[src/design/bpf_pkg.sv]
// Package for the byte packet framer: frame constants, item kind codes
// and the run descriptor handed from the frame builder to the serializer.
// No dependencies.
`timescale 1ns / 1ps

package bpf_pkg;

	localparam logic [7:0] MAGIC_HI  = 8'hAB;
	localparam logic [7:0] MAGIC_LO  = 8'hCD;
	localparam logic [7:0] BYTE_MASK = 8'hFF;

	localparam int MAX_RUN = 9;
	localparam int RUN_W   = $clog2(MAX_RUN + 1);

	localparam logic KIND_START   = 1'b0;
	localparam logic KIND_PAYLOAD = 1'b1;

	// bytes[0] goes out first
	typedef struct packed {
		logic [MAX_RUN-1:0][7:0] bytes;
		logic [RUN_W-1:0]        count;
		logic                    has_ck;
	} run_t;

	function automatic logic [31:0] ck_step(input logic [31:0] sum, input logic [7:0] b);
		ck_step = {sum[30:0], 1'b0} ^ {24'd0, b & BYTE_MASK};
	endfunction

endpackage

[src/design/bpf_item_if.sv]
// Channel interfaces of the byte packet framer: input item channel and
// frame byte channel. No dependencies.
`timescale 1ns / 1ps

interface bpf_item_if;
	logic        valid;
	logic        ready;
	logic        kind;
	logic [7:0]  frame_type;
	logic [15:0] payload_length;
	logic [7:0]  payload_byte;

	modport source (output valid, kind, frame_type, payload_length, payload_byte, input ready);
	modport sink   (input valid, kind, frame_type, payload_length, payload_byte, output ready);
endinterface

interface bpf_byte_if;
	logic       valid;
	logic       ready;
	logic [7:0] out_byte;
	logic       frame_end;
	logic       run_end;

	modport source (output valid, out_byte, frame_end, run_end, input ready);
	modport sink   (input valid, out_byte, frame_end, run_end, output ready);
endinterface

[src/design/byte_packet_framer.sv]
// Top level of the byte packet framer: frame builder plus byte serializer.
// Depends on bpf_pkg, bpf_item_if, bpf_core and bpf_serializer.
//
//   channel  dir  payload                                            accept
//   items    in   kind, frame_type, payload_length, payload_byte     valid && ready
//   frame    out  out_byte, frame_end, run_end                       valid && ready
//
// A payload item yields one byte; the last payload item of a frame yields
// five bytes, a start item five, or nine for an empty frame.
// The output serializer emits one byte per cycle unless the frame channel stalls.
// Dropped payload items retire without output.
// Reset clears the frame state and empties both stages.
// A stalled frame channel holds the current byte; one item waits in the
// input register meanwhile.
`timescale 1ns / 1ps

module byte_packet_framer (
	input  logic       clk,
	input  logic       arst_n,
	bpf_item_if.sink   items,
	bpf_byte_if.source frame
);
	import bpf_pkg::*;

	run_t run;
	logic load;
	logic ser_free;

	bpf_core u_core (
		.clk      (clk),
		.arst_n   (arst_n),
		.items    (items),
		.ser_free (ser_free),
		.load     (load),
		.run      (run)
	);

	bpf_serializer u_ser (
		.clk      (clk),
		.arst_n   (arst_n),
		.load     (load),
		.run      (run),
		.ser_free (ser_free),
		.frame    (frame)
	);

`ifndef SYNTH
	a_frame_end_last: assert property (@(posedge clk) disable iff (!arst_n)
		frame.valid && frame.frame_end |-> frame.run_end)
		else $error("frame_end without run_end");

	a_load_free: assert property (@(posedge clk) disable iff (!arst_n)
		load |-> ser_free)
		else $error("run loaded into busy serializer");

	a_load_shows: assert property (@(posedge clk) disable iff (!arst_n)
		load |=> frame.valid)
		else $error("loaded run not presented");
`endif

endmodule

[src/design/bpf_core.sv]
// Frame builder: input register, frame state and the combinational run build.
// Depends on bpf_pkg and bpf_item_if.
`timescale 1ns / 1ps

module bpf_core (
	input  logic          clk,
	input  logic          arst_n,
	bpf_item_if.sink      items,
	input  logic          ser_free,
	output logic          load,
	output bpf_pkg::run_t run
);
	import bpf_pkg::*;

	logic        valid_s1;
	logic        kind_s1;
	logic [7:0]  type_s1;
	logic [15:0] len_s1;
	logic [7:0]  pbyte_s1;

	logic [31:0] sum_q;
	logic [15:0] remaining_q;
	logic        open_q;

	logic [31:0] sum_d;
	logic [15:0] remaining_d;
	logic        open_d;
	logic [31:0] hsum;
	logic [31:0] psum;
	logic [15:0] rem_dec;
	logic        advance;

	always_comb begin
		hsum = ck_step(ck_step(ck_step(ck_step(ck_step(32'd0, MAGIC_HI), MAGIC_LO),
			type_s1), len_s1[15:8]), len_s1[7:0]);
		psum    = ck_step(sum_q, pbyte_s1);
		rem_dec = remaining_q - 16'd1;

		run         = '0;
		sum_d       = sum_q;
		remaining_d = remaining_q;
		open_d      = open_q;

		if (kind_s1 == KIND_START) begin
			run.bytes[0] = MAGIC_HI;
			run.bytes[1] = MAGIC_LO;
			run.bytes[2] = type_s1;
			run.bytes[3] = len_s1[15:8];
			run.bytes[4] = len_s1[7:0];
			if (len_s1 == 16'd0) begin
				// empty frame: checksum right after the header
				run.bytes[5] = hsum[31:24];
				run.bytes[6] = hsum[23:16];
				run.bytes[7] = hsum[15:8];
				run.bytes[8] = hsum[7:0];
				run.count    = RUN_W'(9);
				run.has_ck   = 1'b1;
				sum_d        = '0;
				remaining_d  = '0;
				open_d       = 1'b0;
			end else begin
				run.count   = RUN_W'(5);
				sum_d       = hsum;
				remaining_d = len_s1;
				open_d      = 1'b1;
			end
		end else if (open_q) begin
			run.bytes[0] = pbyte_s1;
			if (rem_dec == 16'd0) begin
				run.bytes[1] = psum[31:24];
				run.bytes[2] = psum[23:16];
				run.bytes[3] = psum[15:8];
				run.bytes[4] = psum[7:0];
				run.count    = RUN_W'(5);
				run.has_ck   = 1'b1;
				sum_d        = '0;
				remaining_d  = '0;
				open_d       = 1'b0;
			end else begin
				run.count   = RUN_W'(1);
				sum_d       = psum;
				remaining_d = rem_dec;
			end
		end
	end

	// a dropped payload item retires even while the serializer is busy
	assign advance     = valid_s1 && (run.count == '0 || ser_free);
	assign load        = advance && run.count != '0;
	assign items.ready = !valid_s1 || advance;

	always_ff @(posedge clk or negedge arst_n) begin
		if (!arst_n) begin
			valid_s1    <= 1'b0;
			sum_q       <= '0;
			remaining_q <= '0;
			open_q      <= 1'b0;
		end else begin
			if (items.ready)
				valid_s1 <= items.valid;
			if (advance) begin
				sum_q       <= sum_d;
				remaining_q <= remaining_d;
				open_q      <= open_d;
			end
		end
	end

	always_ff @(posedge clk) begin
		if (items.valid && items.ready) begin
			kind_s1  <= items.kind;
			type_s1  <= items.frame_type;
			len_s1   <= items.payload_length;
			pbyte_s1 <= items.payload_byte;
		end
	end

endmodule

[src/design/bpf_serializer.sv]
// Run serializer: holds one run of up to nine bytes and shifts it out,
// one byte per handshake. Depends on bpf_pkg and bpf_byte_if.
`timescale 1ns / 1ps

module bpf_serializer (
	input  logic          clk,
	input  logic          arst_n,
	input  logic          load,
	input  bpf_pkg::run_t run,
	output logic          ser_free,
	bpf_byte_if.source    frame
);
	import bpf_pkg::*;

	logic [MAX_RUN-1:0][7:0] buf_q;
	logic [RUN_W-1:0]        count_q;
	logic                    ck_q;
	logic                    take;

	assign take            = frame.valid && frame.ready;
	assign frame.valid     = count_q != '0;
	assign frame.out_byte  = buf_q[0];
	assign frame.run_end   = count_q == RUN_W'(1);
	assign frame.frame_end = ck_q && count_q == RUN_W'(1);
	assign ser_free        = count_q == '0 || (count_q == RUN_W'(1) && frame.ready);

	always_ff @(posedge clk or negedge arst_n) begin
		if (!arst_n) begin
			count_q <= '0;
			ck_q    <= 1'b0;
		end else if (load) begin
			count_q <= run.count;
			ck_q    <= run.has_ck;
		end else if (take) begin
			count_q <= count_q - RUN_W'(1);
		end
	end

	always_ff @(posedge clk) begin
		if (load)
			buf_q <= run.bytes;
		else if (take)
			buf_q <= {8'h00, buf_q[MAX_RUN-1:1]};
	end

endmodule

[src/flat_wrapper.sv]
// flat-port wrapper written by rule: the top's interface ports become plain ports
module byte_packet_framer_flat import bpf_pkg::*;
  (clk, arst_n, items_valid, items_kind, items_frame_type, items_payload_length, items_payload_byte, items_ready, frame_valid, frame_out_byte, frame_frame_end, frame_run_end, frame_ready);
  bpf_item_if items_i ();
  bpf_byte_if frame_i ();
  input  logic clk;
  input  logic arst_n;
  input wire logic [$bits(items_i.valid)-1:0] items_valid;
  input wire logic [$bits(items_i.kind)-1:0] items_kind;
  input wire logic [$bits(items_i.frame_type)-1:0] items_frame_type;
  input wire logic [$bits(items_i.payload_length)-1:0] items_payload_length;
  input wire logic [$bits(items_i.payload_byte)-1:0] items_payload_byte;
  output wire logic [$bits(items_i.ready)-1:0] items_ready;
  output wire logic [$bits(frame_i.valid)-1:0] frame_valid;
  output wire logic [$bits(frame_i.out_byte)-1:0] frame_out_byte;
  output wire logic [$bits(frame_i.frame_end)-1:0] frame_frame_end;
  output wire logic [$bits(frame_i.run_end)-1:0] frame_run_end;
  input wire logic [$bits(frame_i.ready)-1:0] frame_ready;
  assign items_i.valid = items_valid;
  assign items_i.kind = items_kind;
  assign items_i.frame_type = items_frame_type;
  assign items_i.payload_length = items_payload_length;
  assign items_i.payload_byte = items_payload_byte;
  assign items_ready = items_i.ready;
  assign frame_valid = frame_i.valid;
  assign frame_out_byte = frame_i.out_byte;
  assign frame_frame_end = frame_i.frame_end;
  assign frame_run_end = frame_i.run_end;
  assign frame_i.ready = frame_ready;
  byte_packet_framer u_core (.clk(clk), .arst_n(arst_n), .items(items_i), .frame(frame_i));
endmodule
[config.mk]
export PLATFORM = sky130hd
export DESIGN_NAME = byte_packet_framer_flat
export DESIGN_NICKNAME = d
export VERILOG_FILES = /design/src/design/bpf_pkg.sv /design/src/design/bpf_item_if.sv /design/src/design/byte_packet_framer.sv /design/src/design/bpf_core.sv /design/src/design/bpf_serializer.sv /design/src/flat_wrapper.sv
export SDC_FILE = /design/constraint.sdc
export NUM_CORES = 1
export LEC_CHECK = 0
export ABC_AREA = 1
export BUFFER_PORTS_ARGS = -buffer_cell sky130_fd_sc_hd__buf_2
export CAP_MARGIN = 15
export CORE_ASPECT_RATIO = 1.25
export CORE_MARGIN = 4
export CORE_UTILIZATION = 40
export CTS_BUF_LIST = sky130_fd_sc_hd__clkbuf_8
export CTS_CLUSTER_SIZE = 40
export DETAILED_ROUTE_END_ITERATION = 8
export GPL_TIMING_DRIVEN = 1
export PLACE_DENSITY_LB_ADDON = 0.25
export SETUP_SLACK_MARGIN = 0.2
export SYNTH_ARGS = -nofsm -noshare
export SYNTH_HDL_FRONTEND = slang
export SYNTH_SLANG_ARGS = --single-unit
[constraint.sdc]
create_clock -name clk -period 3.65 [get_ports clk]
set_input_delay 0.5475 -clock clk [delete_from_list [all_inputs] [get_ports clk]]
set_output_delay 0.5475 -clock clk [all_outputs]
set_load 0.01 [all_outputs]
After elaboration in Yosys (flattened, before gate mapping):

Cells that the tools add are included.

* register bits: 159
* bits of input ports: 37
* output and inout port bits: 12

* $add $sub $neg: 2
* eq/ne operators: 2
* muxes and demuxes: 25
* bitwise operators: 4
* reduce and logical (&&, ||, !) cells: 18

Operators with widths (count)
* $mux 72: 2
* $mux 32: 3
* $mux 31: 3
* $mux 45: 2
* $mux 16: 4
* $logic_not 16->1: 2
* $xor 32x8->32: 1
* $sub 16x1->16 const B: 1
* $mux 12: 1
* $mux 4: 3
* $xor 12x8->12: 1
* $xor 11x8->11: 1
* $logic_not 4->1: 2
* $reduce_bool 4->1: 2
* $logic_and 1x1->1: 6
* $mux 1: 6
* $not 4->6: 1
* $eq 4x1->1 const B: 1
* $sub 4x1->4 const B: 1
* $logic_or 1x1->1: 3
* $mux 3: 1
* $ne 2x1->1 const B: 1
* $reduce_and 2->1: 1
* $reduce_bool 2->1: 1
* $logic_not 1->1: 1

Logic depth before layout (Yosys ltp):

* word-level depth: 10
* mapped depth: 16
* depth with buffers taken out: 15

Cells and area by module:

A second synthesis with hierarchy kept.

* cell total of the unflattened synthesis: 1022
* area total of the unflattened synthesis: 8330.5 µm²

By module, submodules not included
* bpf_core: times used 1, cells each 669, area each 4867.2 µm², seq. area each 2217.1 µm²
* bpf_serializer: times used 1, cells each 353, area each 3463.3 µm², seq. area each 2287.2 µm²

Worst setup path after synthesis:

No wires, ideal clock.

* path type: reg2reg
* start: register u_core.u_ser.count_q[0]
* end: register u_core.u_ser.count_q[0]
* setup time: 133 ps
* arrival: 3417 ps
* required time: 3517 ps
* path slack: 101 ps
* cell stages (with the launch flop): 12
* path buffers: 1
* clock period less this slack: 3549 ps
* cell sequence: dfrtp_1 -> inv_1 -> ha_1 -> nand3_1 -> nand2_1 -> inv_1 -> a21boi_2 -> nand2_1 -> buf_2 -> nand2_1 -> o21ai_0 -> o21ai_0

* elaborated cells on any way between the ends: 13
* those cells by class: add/sub (1); eq/ne (1); mux (2); reduce/logical (9)

RTL lines
* start, declared: RTL line bpf_serializer.sv:16 `logic [RUN_W-1:0] count_q;`
* start signal, assigned: RTL line bpf_serializer.sv:32 `count_q <= run.count;`
* start signal, assigned: RTL line bpf_serializer.sv:35 `count_q <= count_q - RUN_W'(1);`
* $reduce_bool 4->1: RTL line bpf_serializer.sv:21 `assign frame.valid = count_q != '0;`
* net frame_valid: RTL line flat_wrapper.sv:14 `output wire logic [$bits(frame_i.valid)-1:0] frame_valid;`
* $logic_and 1x1->1: RTL line bpf_serializer.sv:20 `assign take = frame.valid && frame.ready;`
* $reduce_bool 2->1 (no line)

The timed path passes the listed nets, and every way through them passes these cells. The select of a mux whose other input is x is not followed.
A chain may end at the register's enable or synchronous reset.

Worst setup path after layout:

* start: register u_core.u_ser.count_q[1]
* end: register u_core.u_ser.buf_q[10] (netlist bit) (data pin)

* longest elaborated chain between the ends: 7
* elaborated cells on any way between the ends: 8
* those cells by class: eq/ne (1); mux (1); reduce/logical (6)

RTL lines
* $eq 4x1->1: RTL line bpf_serializer.sv:25 `assign ser_free = count_q == '0 || (count_q == RUN_W'(1) && frame.ready);`
* $logic_and 1x1->1: RTL line bpf_serializer.sv:25
* $logic_or 1x1->1 (*): RTL line bpf_serializer.sv:25
* $logic_or 1x1->1 (*): RTL line bpf_core.sv:88 `assign advance = valid_s1 && (run.count == '0 || ser_free);`
* $logic_and 1x1->1 (*): RTL line bpf_core.sv:88
* $logic_and 1x1->1 (*): RTL line bpf_core.sv:89 `assign load = advance && run.count != '0;`
* $mux 72 (*): RTL line bpf_serializer.sv:40 `if (load)`
* end signal, assigned: RTL line bpf_serializer.sv:41 `buf_q <= run.bytes;`
* end signal, assigned: RTL line bpf_serializer.sv:43 `buf_q <= {8'h00, buf_q[MAX_RUN-1:1]};`
* end, declared: RTL line bpf_serializer.sv:15 `logic [MAX_RUN-1:0][7:0] buf_q;`

Mark *: on every way between the ends. The rest lies on a longest branch, timed or not.

==> results.json <==
{
  "cp.depth": 12,
  "drt-initial-drc-count": 389,
  "max_freq_ghz": 0.365,
  "power_density_nw_per_um2": 886,
  "diodes": 0,
  "synth_fa_ha_area_share_pct": 0.668,
  "drc_errors": 0,
  "die_x_um": 130,
  "required_ns": 3.96,
  "tritoncts": "done",
  "grt_busiest_layer": "met2",
  "post_drt_via_cell_ratio": 5.23,
  "synth_top_family_by_area": "simple AND/OR/NAND/NOR gates",
  "antenna_found_initial": 0,
  "dpl-instance-area_um2": 7900,
  "drive_gt1_share_pct": 18.6,
  "rsz0062_at_grt": "no",
  "finalCriticalPeriod_ns": 2.74,
  "cts-buffers-inserted": 17,
  "die_h_um": 161,
  "synth_cells": 722,
  "cts_root_buffer": "clkbuf_8",
  "worstPathArrival_ns": 3.05,
  "die_area_um2": 21000,
  "finalSetupTns_ns": 0,
  "post-route-worst-setup-slack_ns": 0.911,
  "first_pass_iters": 7,
  "hp-class": "in -> async",
  "io_buffer_count": 48,
  "crit_path_end_kind": "flip-flop",
  "cp_max_fo": 38,
  "core_um2": 18200,
  "power_leakage_nw": 3.62,
  "slew_violations": 0,
  "clkLatencyLatePin_ns": 0.47,
  "dp_hpwl_um": 12800,
  "grt_max_degree": 66,
  "finalHoldViolCount": 0,
  "fin_nets": 802,
  "cap_violations": 0,
  "cts_hold_buf": 0,
  "wirelength_um": 18200,
  "grt.met1_usage_pct": 24.9,
  "grt.overflow.total": 0,
  "synth.yosys.seq_area_share_pct": 60.1,
  "clock-sinks": 159,
  "synthXorXnorAreaFrac_pct": 2.92,
  "synth_area_um2": 7490,
  "dpl.cell_count": 970,
  "synthFlopType": "edfxtp_1",
  "ys_warn_count": 0,
  "gp_congestion": 0.858,
  "synth_edf_count": 105,
  "synth-simple-area-share_pct": 18.0,
  "path_buf_inv": 5,
  "h-tree-depth": 4,
  "outcome": "finished clean",
  "timing.hold.ws_ns": 0.175,
  "critical_path.top_delay_family": "buffers and inverters",
  "cts_setup_buffers": 0,
  "max-slew-margin-rel_pct": 44.2,
  "synth_compound_area_share_pct": 10.8,
  "rows": 55,
  "skew_ns": 0.0141,
  "critPathSlowestCell": "inv_2",
  "worst_pin_slew_ns": 0.837,
  "final_cell_area_um2": 8330,
  "grt_use_met2_pct": 28.3,
  "grt_first_pass_wirelength_um": 28800,
  "cp_cell_sequence": "inv_1 -> ha_1 -> nand3_1 -> inv_1 -> nand2_1 -> nand2_1 -> inv_1 -> a21boi_2 -> nand2_2 -> inv_2 -> buf_4 -> a2bb2oi_1",
  "path_class": "reg -> reg",
  "crit_path_frequent_cell": "inv_1",
  "cts.clk_slew.worst_paths_ns": 0.10,
  "setup_viol": 0,
  "mostFrequentLayoutCells": "nand2_1 (148), edfxtp_1 (105), inv_1 (86)",
  "clk_path_buf_depth": 2,
  "initial_core_util_pct": 41.1,
  "syn_to_final_growth_pct": 11.2,
  "wl_per_cell_um": 18.1,
  "num_vias": 5245,
  "grt_pass1_vias": 5158,
  "synthMuxAreaShare_pct": 0,
  "ir_drop_mv": 0.512,
  "antenna_left": 0,
  "dpl_worst_slack_ns": 0.952,
  "async_reset_ff_share_pct": 34.0,
  "synth.avg_cell_area_um2": 10.4,
  "start_kind": "flip-flop",
  "cts-resized-gates": 0,
  "fillCellCount": 1668,
  "io_pins": 49,
  "r2r_cells": 12,
  "slowest_delay_ns": 0.62,
  "track_usage_pct": 18.0,
  "synth-seq-cells": 159,
  "use_met3_pct": 3.27,
  "ys_types": 45,
  "timing.final.crit_share_pct": 75.0,
  "layout_commonest_cell": "nand2_1",
  "stdcell_count": 1002
}
## worst reg2reg max path, stage by stage, from the launching register on
cell and delay [ns]:
dfrtp_1 0.39, inv_1 0.09, ha_1 0.14, nand3_1 0.09, inv_1 0.09, nand2_1 0.05, nand2_1 0.05, inv_1 0.06
a21boi_2 0.17, nand2_2 0.31, inv_2 0.62, buf_4 0.33, a2bb2oi_1 0.20
## where the power goes
part	internal, mW	leakage [nW]	total, mW	switching (mW)
sequential	2.95	1.70	3.41	0.458
clock	0.701	0.216	1.41	0.713
combinational	0.925	1.70	2.56	1.63
total	4.58	3.62	7.38	2.80
## cell usage after synthesis, types with 3 or more instances
library cell  number  area share, %
inv_1             86            4.3
or2_2             13            1.1
a22oi_1            7           0.70
a21boi_1          12            1.2
nor2_4             5           0.75
clkbuf_1           9           0.45
buf_1              4           0.20
o21ai_0           36            2.4
xnor2_1           13            1.5
nor2_1            35            1.8
xor2_1            12            1.4
buf_2             13           0.87
ha_1               4           0.67
nand2_1          150            7.5
nand2_2            5           0.42
o211ai_1          14            1.4
o31ai_1            3           0.30
nand3b_1           4           0.40
a22o_1             3           0.35
nand3_1           49            3.3
a2bb2oi_1          6           0.70
buf_4             10            1.0
nor2_2             9           0.75
dfrtp_1           54             18
a21oi_1           13           0.87
inv_2              6           0.30
nand4_1            5           0.42
o211ai_2          10            1.7
o22a_1             4           0.47
edfxtp_1         105             42
nor3_1             3           0.20
## per-layer routing
| metal | vias to the layer above | wire length, µm | part of all wire, % |
|---|---|---|---|
| met5 | - | 0 | 0 |
| met3 | 25 | 958 | 5.3 |
| li1 | 2489 | - | - |
| met1 | 2556 | 8040 | 44 |
| met2 | 175 | 8740 | 48 |
| met4 | 0 | 446 | 2.5 |
## layout make-up
cell class / count / area [µm²] / area share, %
Sequential cell: 159 / 4500 / 54.1
Tap cell: 228 / 285 / 3.42
Inverter: 92 / 345 / 4.15
Clock buffer: 17 / 234 / 2.81
Clock inverter: 15 / 199 / 2.39
Timing Repair Buffer: 57 / 320 / 3.84
Multi-Input combinational cell: 434 / 2440 / 29.3
## through the flow
step	utilization [%]	total power [mW]
final	45.7	7.38
after global routing	45.7	7.85
after CTS	45.7	7.42
after detailed placement	43.3	5.99
after global placement	43.3	5.93
after floorplan	-	5.23
## state kept, by name, indices dropped and copies added, names as in the netlist
| signal | cells |
|---|---|
| u_core.u_core.remaining_q | 16 |
| u_core.u_core.pbyte_s1 | 8 |
| u_core.u_core.kind_s1 | 1 |
| u_core.u_core.valid_s1 | 1 |
| u_core.u_ser.buf_q | 64 |
| u_core.u_ser.frame.out_byte | 8 |
| u_core.u_ser.ck_q | 1 |
| u_core.u_core.open_q | 1 |
| u_core.u_core.sum_q | 31 |
| u_core.u_core.type_s1 | 8 |
| u_core.u_ser.count_q | 4 |
| u_core.u_core.len_s1 | 16 |
## cell families after synthesis
group           Yosys count
xor+xnor                 25
compound gates          115
flops                   159
fa+ha+maj                 4
other cells               1
buf+inv                 130
simple gates            288
## final timing paths
path,end,start,slack (ns)
max,u_core.u_ser.buf_q[10],u_core.u_ser.count_q[1],0.91
min,u_core.u_ser.count_q[0],arst_n,0.18
max reg2reg,u_core.u_ser.buf_q[10],u_core.u_ser.count_q[1],0.91
min reg2reg,u_core.u_core.sum_q[30],u_core.u_core.sum_q[30],0.50
max in group asynchronous,u_core.u_core.remaining_q[2],arst_n,2.62
min in group clk,u_core.u_core.pbyte_s1[5],items_payload_byte[5],0.25
Note: power is estimated with default switching activity, not from simulation.
